$ cat src/rtl/core/rsm_pkg.sv
`timescale 1ns / 1ps
// ----------------------------------------------------------------------------
// rsm_pkg
// shared types, opcodes and sizes of the stack machine execution unit
// ----------------------------------------------------------------------------
package rsm_pkg;

   localparam int STACK_DEPTH = 64;
   localparam int PROG_DEPTH  = 1024;
   localparam int NUM_REGS    = 8;
   localparam int DATA_W      = 32;
   localparam int PC_W        = $clog2(PROG_DEPTH);
   localparam int LEN_W       = 11;
   localparam int SP_W        = $clog2(STACK_DEPTH);
   localparam int CNT_W       = SP_W + 1;
   localparam int REG_W       = $clog2(NUM_REGS);
   localparam int KIND_W      = 5;
   localparam int ERR_W       = 3;
   localparam int DIV_CNT_W   = $clog2(DATA_W + 1);

   localparam logic [KIND_W-1:0] OP_CONST = 5'd0;
   localparam logic [KIND_W-1:0] OP_PUSH  = 5'd1;
   localparam logic [KIND_W-1:0] OP_POP   = 5'd2;
   localparam logic [KIND_W-1:0] OP_PRINT = 5'd3;
   localparam logic [KIND_W-1:0] OP_ADD   = 5'd4;
   localparam logic [KIND_W-1:0] OP_SUB   = 5'd5;
   localparam logic [KIND_W-1:0] OP_MPY   = 5'd6;
   localparam logic [KIND_W-1:0] OP_DIV   = 5'd7;
   localparam logic [KIND_W-1:0] OP_MOD   = 5'd8;
   localparam logic [KIND_W-1:0] OP_BRN   = 5'd10;
   localparam logic [KIND_W-1:0] OP_BRNZP = 5'd16;
   localparam logic [KIND_W-1:0] OP_JSR   = 5'd17;
   localparam logic [KIND_W-1:0] OP_JMPR  = 5'd18;

   localparam logic [ERR_W-1:0] ERR_NONE  = 3'd0;
   localparam logic [ERR_W-1:0] ERR_EMPTY = 3'd1;
   localparam logic [ERR_W-1:0] ERR_FULL  = 3'd2;
   localparam logic [ERR_W-1:0] ERR_DIV0  = 3'd3;
   localparam logic [ERR_W-1:0] ERR_LABEL = 3'd4;
   localparam logic [ERR_W-1:0] ERR_RANGE = 3'd5;

   typedef enum logic [2:0] {
      ST_IDLE,
      ST_READ,
      ST_EXEC,
      ST_DIV,
      ST_DONE
   } state_type;

   // controller -> datapath
   typedef struct packed {
      logic capture;    // latch input item, start stack reads
      logic exec;       // evaluate item and commit non-divide work
      logic div_start;  // load divider
      logic div_step;   // one restoring step
      logic div_finish; // commit divide result
   } cmd_type;

   // datapath -> controller
   typedef struct packed {
      logic need_div;
      logic div_last;
   } status_type;

   // sign class mask: bit2 negative, bit1 zero, bit0 positive
   function automatic logic [2:0] branch_mask(input logic [KIND_W-1:0] kind);
      logic [2:0] m;
      unique case (kind)
         5'd10:   m = 3'd4;
         5'd11:   m = 3'd2;
         5'd12:   m = 3'd1;
         5'd13:   m = 3'd6;
         5'd14:   m = 3'd5;
         5'd15:   m = 3'd3;
         default: m = 3'd7;
      endcase
      return m;
   endfunction

endpackage

$ cat src/rtl/core/rsm_ctrl.sv
`timescale 1ns / 1ps
// ----------------------------------------------------------------------------
// rsm_ctrl
// sequencer: handshake and the step order of one instruction
// ----------------------------------------------------------------------------
module rsm_ctrl (
   input  logic                   clock,
   input  logic                   reset,
   input  logic                   req_valid,
   output logic                   req_stall,
   output logic                   rsp_valid,
   input  logic                   rsp_stall,
   input  rsm_pkg::status_type    status,
   output rsm_pkg::cmd_type       cmd
);

   rsm_pkg::state_type state_ff, state_in;
   logic               rsp_valid_ff, rsp_valid_in;

   always_ff @(posedge clock) begin
      if (reset) begin
         state_ff     <= rsm_pkg::ST_IDLE;
         rsp_valid_ff <= 1'b0;
      end else begin
         state_ff     <= state_in;
         rsp_valid_ff <= rsp_valid_in;
      end
   end

   assign rsp_valid = rsp_valid_ff;
   // result register is free once taken; accept while it drains
   assign req_stall = (state_ff != rsm_pkg::ST_IDLE);

   always_comb begin
      state_in     = state_ff;
      rsp_valid_in = rsp_valid_ff && rsp_stall;
      cmd          = '0;
      unique case (state_ff)
         rsm_pkg::ST_IDLE: begin
            if (req_valid) begin
               cmd.capture = 1'b1;
               state_in    = rsm_pkg::ST_READ;
            end
         end
         rsm_pkg::ST_READ: begin
            state_in = rsm_pkg::ST_EXEC;
         end
         rsm_pkg::ST_EXEC: begin
            if (status.need_div) begin
               cmd.div_start = 1'b1;
               state_in      = rsm_pkg::ST_DIV;
            end else if (!(rsp_valid_ff && rsp_stall)) begin
               cmd.exec     = 1'b1;
               rsp_valid_in = 1'b1;
               state_in     = rsm_pkg::ST_IDLE;
            end
         end
         rsm_pkg::ST_DIV: begin
            cmd.div_step = 1'b1;
            if (status.div_last) begin
               state_in = rsm_pkg::ST_DONE;
            end
         end
         rsm_pkg::ST_DONE: begin
            if (!(rsp_valid_ff && rsp_stall)) begin
               cmd.div_finish = 1'b1;
               rsp_valid_in   = 1'b1;
               state_in       = rsm_pkg::ST_IDLE;
            end
         end
         default: state_in = rsm_pkg::ST_IDLE;
      endcase
   end

endmodule

$ cat config.mk
export PLATFORM = sky130hd
export DESIGN_NAME = rsm_ctrl
export DESIGN_NICKNAME = d
export VERILOG_FILES = /design/src/rtl/core/rsm_pkg.sv /design/src/rtl/core/rsm_ctrl.sv
export SDC_FILE = /design/constraint.sdc
export NUM_CORES = 1
export LEC_CHECK = 0
export BUFFER_PORTS_ARGS = -buffer_cell sky130_fd_sc_hd__buf_2
export CORE_AREA = 8 8 45 47
export DETAILED_ROUTE_END_ITERATION = 16
export DIE_AREA = 0 0 53 55
export MAX_ROUTING_LAYER = met4
export PLACE_DENSITY_LB_ADDON = 0.1
export SETUP_SLACK_MARGIN = 0.4
export SLEW_MARGIN = 25
export SYNTH_ARGS = -nofsm -noshare
export SYNTH_HDL_FRONTEND = slang
export SYNTH_SLANG_ARGS = --single-unit
$ cat constraint.sdc
create_clock -name clock -period 1.3 [get_ports clock]
set_input_delay 0.26 -clock clock [delete_from_list [all_inputs] [get_ports clock]]
set_output_delay 0.26 -clock clock [all_outputs]
set_load 0.02 [all_outputs]
==> report_table.html <==
<table>
<tr><th>Metric</th><th>Value</th></tr>
<tr><th colspan="2">Placement</th></tr>
<tr><td>Count of buffers from port buffering</td><td>12</td></tr>
<tr><td>Final estimated routing congestion in global placement</td><td>0.680</td></tr>
<tr><td>Place WS</td><td>2.67 ps</td></tr>
<tr><td>Placed cell count</td><td>58</td></tr>
<tr><td>Post-placement cell area</td><td>377 µm²</td></tr>
<tr><td>HPWL after detailed placement</td><td>601 µm</td></tr>
<tr><th colspan="2">Yosys</th></tr>
<tr><td>Adder and majority gate portion of the synthesized area</td><td>0</td></tr>
<tr><td>Post-synthesis compound-gate area fraction</td><td>0.184</td></tr>
<tr><td>Count of synthesis-stage warnings from yosys</td><td>0</td></tr>
<tr><td>Xor and xnor area share after synthesis</td><td>0</td></tr>
<tr><td>Post-synthesis cell area</td><td>231 µm²</td></tr>
<tr><td>Syn_nets</td><td>34</td></tr>
<tr><td>Simple logic cell fraction of the synthesized area</td><td>0.438</td></tr>
<tr><td>Post-synthesis mux area share</td><td>0</td></tr>
<tr><td>Most used DFF post-synth</td><td>dfxtp_1</td></tr>
<tr><td>Combinational family with the most area after synthesis</td><td>simple AND/OR/NAND/NOR gates</td></tr>
<tr><td>Post-synth EDFFs</td><td>0</td></tr>
<tr><td>Mapped Avg Cell Area</td><td>8.27 µm²</td></tr>
<tr><td>Part of the Yosys area used for sequential elements</td><td>0.346</td></tr>
<tr><td>Post-Syn Instances</td><td>28</td></tr>
<tr><td>Register bit count reported by yosys</td><td>4</td></tr>
<tr><td>Async S/R FF share, synth</td><td>0</td></tr>
<tr><td>Library cells used by synthesis</td><td>18</td></tr>
<tr><th colspan="2">STA</th></tr>
<tr><td>Number of hold violations in the final report</td><td>0</td></tr>
<tr><td>Max-slew violation count</td><td>0</td></tr>
<tr><td>Worst clock skew</td><td>2.17 ps</td></tr>
<tr><td>Transition time of the tightest slew-check pin</td><td>269 ps</td></tr>
<tr><td>Final period demand of the worst path</td><td>1380 ps</td></tr>
<tr><td>Worst setup slack after layout</td><td>-76.5 ps</td></tr>
<tr><td>Setup violations, final</td><td>5</td></tr>
<tr><td>Fmax</td><td>726 MHz</td></tr>
<tr><td>Post-route fraction of the period consumed by the critical path</td><td>1.06</td></tr>
<tr><td>Headroom to the max-slew limit</td><td>0.819</td></tr>
<tr><td>Setup repair after global routing missed its margin</td><td>yes</td></tr>
<tr><th colspan="2">Layout</th></tr>
<tr><td>Fillcell total</td><td>153</td></tr>
<tr><td>Most common cell after layout, fill and taps aside</td><td>buf_6</td></tr>
<tr><td>Total area of multi-input combinational cells</td><td>209 µm²</td></tr>
<tr><td>Number of standard cells in the final layout excluding fillers</td><td>76</td></tr>
<tr><td>Final net count</td><td>68</td></tr>
<tr><td>Antenna diode count</td><td>0</td></tr>
<tr><td>Final Cell Area</td><td>606 µm²</td></tr>
<tr><td>Combined flip-flop and latch cell area</td><td>92.6 µm²</td></tr>
<tr><td>Core occupancy in the finished layout</td><td>0.438</td></tr>
<tr><td>Most frequent cells in the layout</td><td>13 x buf_6, 10 x buf_4, 5 x buf_2</td></tr>
<tr><td>Synthesis-to-finish area growth</td><td>162%</td></tr>
<tr><td>Share of layout cells above drive strength 1</td><td>0.833</td></tr>
<tr><th colspan="2">CTS</th></tr>
<tr><td>Master cell of the clock root buffer</td><td>clkbuf_4</td></tr>
<tr><td>Clock network latency to the later pin of the worst-skew pair</td><td>230 ps</td></tr>
<tr><td>Number of buffers on the longest clock path</td><td>2</td></tr>
<tr><td>Number of sinks handled by clock tree synthesis</td><td>4</td></tr>
<tr><td>Total clock buffers created by CTS</td><td>3</td></tr>
<tr><td>Clock slew seen by the registers of the worst setup and hold paths</td><td>40 ps</td></tr>
<tr><td>TritonCTS clock tree</td><td>done</td></tr>
<tr><td>H-tree depth reported by CTS</td><td>1</td></tr>
<tr><th colspan="2">Detailed routing</th></tr>
<tr><td>DRC violation total after the first TritonRoute iteration</td><td>1</td></tr>
<tr><td>Detail-routed net length per standard cell</td><td>13.9 µm</td></tr>
<tr><td>Residual DRC</td><td>0</td></tr>
<tr><td>Via/cell ratio</td><td>4.47</td></tr>
<tr><td>Total vias in the final route</td><td>340</td></tr>
<tr><td>Pre-antenna DRT Iters</td><td>3</td></tr>
<tr><td>Sum of routed wire length over all layers</td><td>1060 µm</td></tr>
<tr><td>Post-route antenna net violation count</td><td>0</td></tr>
<tr><th colspan="2">Worst hold path</th></tr>
<tr><td>Beginning of the worst hold path</td><td>reset</td></tr>
<tr><td>Hold Path Cell Cnt</td><td>2</td></tr>
<tr><td>Hold WC Path Type</td><td>in2reg</td></tr>
<tr><th colspan="2">Worst setup path</th></tr>
<tr><td>Chain of cells forming the critical path</td><td>a21o_1 -&gt; nor4b_4 -&gt; buf_4</td></tr>
<tr><td>Launch point of the critical path</td><td>rsp_valid</td></tr>
<tr><td>Crit-path max cell delay</td><td>310 ps</td></tr>
<tr><td>CP Capture Type</td><td>primary output</td></tr>
<tr><td>Startpoint class of the critical path</td><td>flop</td></tr>
<tr><td>Highest-delay cell along the critical path</td><td>dfxtp_2</td></tr>
<tr><td>Crit path max-delay family</td><td>flip-flops</td></tr>
<tr><td>CP bufs+invs</td><td>1</td></tr>
<tr><td>Reg2Reg Depth</td><td>8</td></tr>
<tr><td>Logic depth of the worst path, buffers included</td><td>3</td></tr>
<tr><td>Req. time, crit path</td><td>1040 ps</td></tr>
<tr><td>Worst reg2reg startpoint</td><td>rsp_valid</td></tr>
<tr><td>Largest driver fanout on the critical path</td><td>2</td></tr>
<tr><td>Arrival time of the worst setup path</td><td>1120 ps</td></tr>
<tr><td>Start-to-end type of the worst setup path</td><td>reg2out</td></tr>
<tr><th colspan="2">Power and ir drop</th></tr>
<tr><td>Ratio of total power to cell area</td><td>968 nW/µm²</td></tr>
<tr><td>Combinational fraction of design power</td><td>0.458</td></tr>
<tr><td>Power share of the clock group</td><td>0.264</td></tr>
<tr><td>Net switching power</td><td>186 µW</td></tr>
<tr><td>Pint</td><td>401 µW</td></tr>
<tr><td>Static leakage power</td><td>0.000281 µW</td></tr>
<tr><td>Switching power as a share of total power</td><td>0.317</td></tr>
<tr><td>Sequential group share of total power</td><td>0.278</td></tr>
<tr><td>Largest voltage drop on the vdd net</td><td>0.431 mV</td></tr>
<tr><th colspan="2">GRT</th></tr>
<tr><td>Initial antenna violation count</td><td>0</td></tr>
<tr><td>Pin count of the biggest net entering global routing</td><td>10</td></tr>
<tr><td>Global-route wire length before repair</td><td>1690 µm</td></tr>
<tr><td>Via count of the first global-routing pass</td><td>390</td></tr>
<tr><td>GRT Overall Usage</td><td>0.0844</td></tr>
<tr><td>Total congestion overflow</td><td>0</td></tr>
<tr><th colspan="2">Floorplanning</th></tr>
<tr><td>Number of top-level pins</td><td>13</td></tr>
<tr><td>Rows</td><td>14</td></tr>
<tr><td>Die area</td><td>2920 µm²</td></tr>
<tr><td>Die span in x</td><td>53 µm</td></tr>
<tr><td>Height of the die</td><td>55 µm</td></tr>
<tr><td>Core footprint</td><td>1380 µm²</td></tr>
<tr><td>Starting utilization of the core area</td><td>0.167</td></tr>
<tr><th colspan="2">Run</th></tr>
<tr><td>Number of maximum-capacitance violations</td><td>0</td></tr>
<tr><th colspan="2">Status</th></tr>
<tr><td>Result of the run</td><td>finished with violations</td></tr>
<tr><td>Violated checks</td><td>setup timing</td></tr>
</table>
-- final timing paths --
kind	to	slack (ps)
min reg2reg	state_ff[1]	530
max	cmd[3]	-80
min	state_ff[2]	230
max reg2reg	state_ff[1]	-50
-- state kept, by name, indices dropped and copies added, names as in the netlist --
register	flops
rsp_valid	1
state_ff	3
-- layout make-up --
class	instances	share of cell area
Multi-Input combinational cell	22	0.345
Sequential cell	4	0.153
Tap cell	16	0.0331
Clock buffer	3	0.0372
Timing Repair Buffer	29	0.415
Inverter	2	0.0165
-- power groups by stage --
stage	Sequential, µW	Clock [µW]	Combinational (µW)
floorplan	161	0	91.3
finish	163	155	269
CTS	166	162	229
global placement	166	0	133
global route	166	183	290
detailed placement	166	0	135
-- worst reg2reg max path, stage by stage (launching register included) --
cell	delay (ps)
dfxtp_2	310
a21o_1	180
buf_4	140
buf_6	100
buf_6	100
buf_6	100
buf_6	100
a21oi_2	120
nor4_1	60
-- layer usage --
| metal | up-vias | track usage | share of wire |
|---|---|---|---|
| met4 | 0 | 0.0517 | 0.018 |
| met1 | 153 | 0.0864 | 0.42 |
| met3 | 2 | 0.0321 | 0.049 |
| met5 | - | - | 0 |
| li1 | 172 | - | - |
| met2 | 13 | 0.135 | 0.51 |
-- cell usage after synthesis (all sizes together) (2+ instances only) --
cell type,instances,area (µm²)
inv,2,7.51
and3,2,12.5
nor3,2,10.0
nor2,2,7.51
a21oi,3,15.0
dfxtp,4,80.1
nand2,2,7.51
-- stage by stage --
| step | hold slack, ps | TNS, ps | power, µW |
|---|---|---|---|
| finish | 232 | -255 | 586 |
| detailed placement | 477 | 0 | 301 |
| CTS | 225 | -316 | 557 |
| global placement | 471 | 0 | 299 |
| global route | 234 | -597 | 639 |
| floorplan | 319 | 0 | 252 |
-- cell families (layout without fill, tap and decap cells) --
logic type      count (synthesis)  in the layout
flops                           4              4
buf+inv                         2             34
simple gates                   16             16
compound gates                  6              6
-- what timing repair did --
item,4_1_cts,5_1_grt
cloned,0,0
hold endpoints to repair,0,0
pin swaps,8,2
gates resized for setup,24,5
setup endpoints to repair,11,11
hold buffers,0,0
buffers inserted,12,3
(Power assumes the default switching activity.)
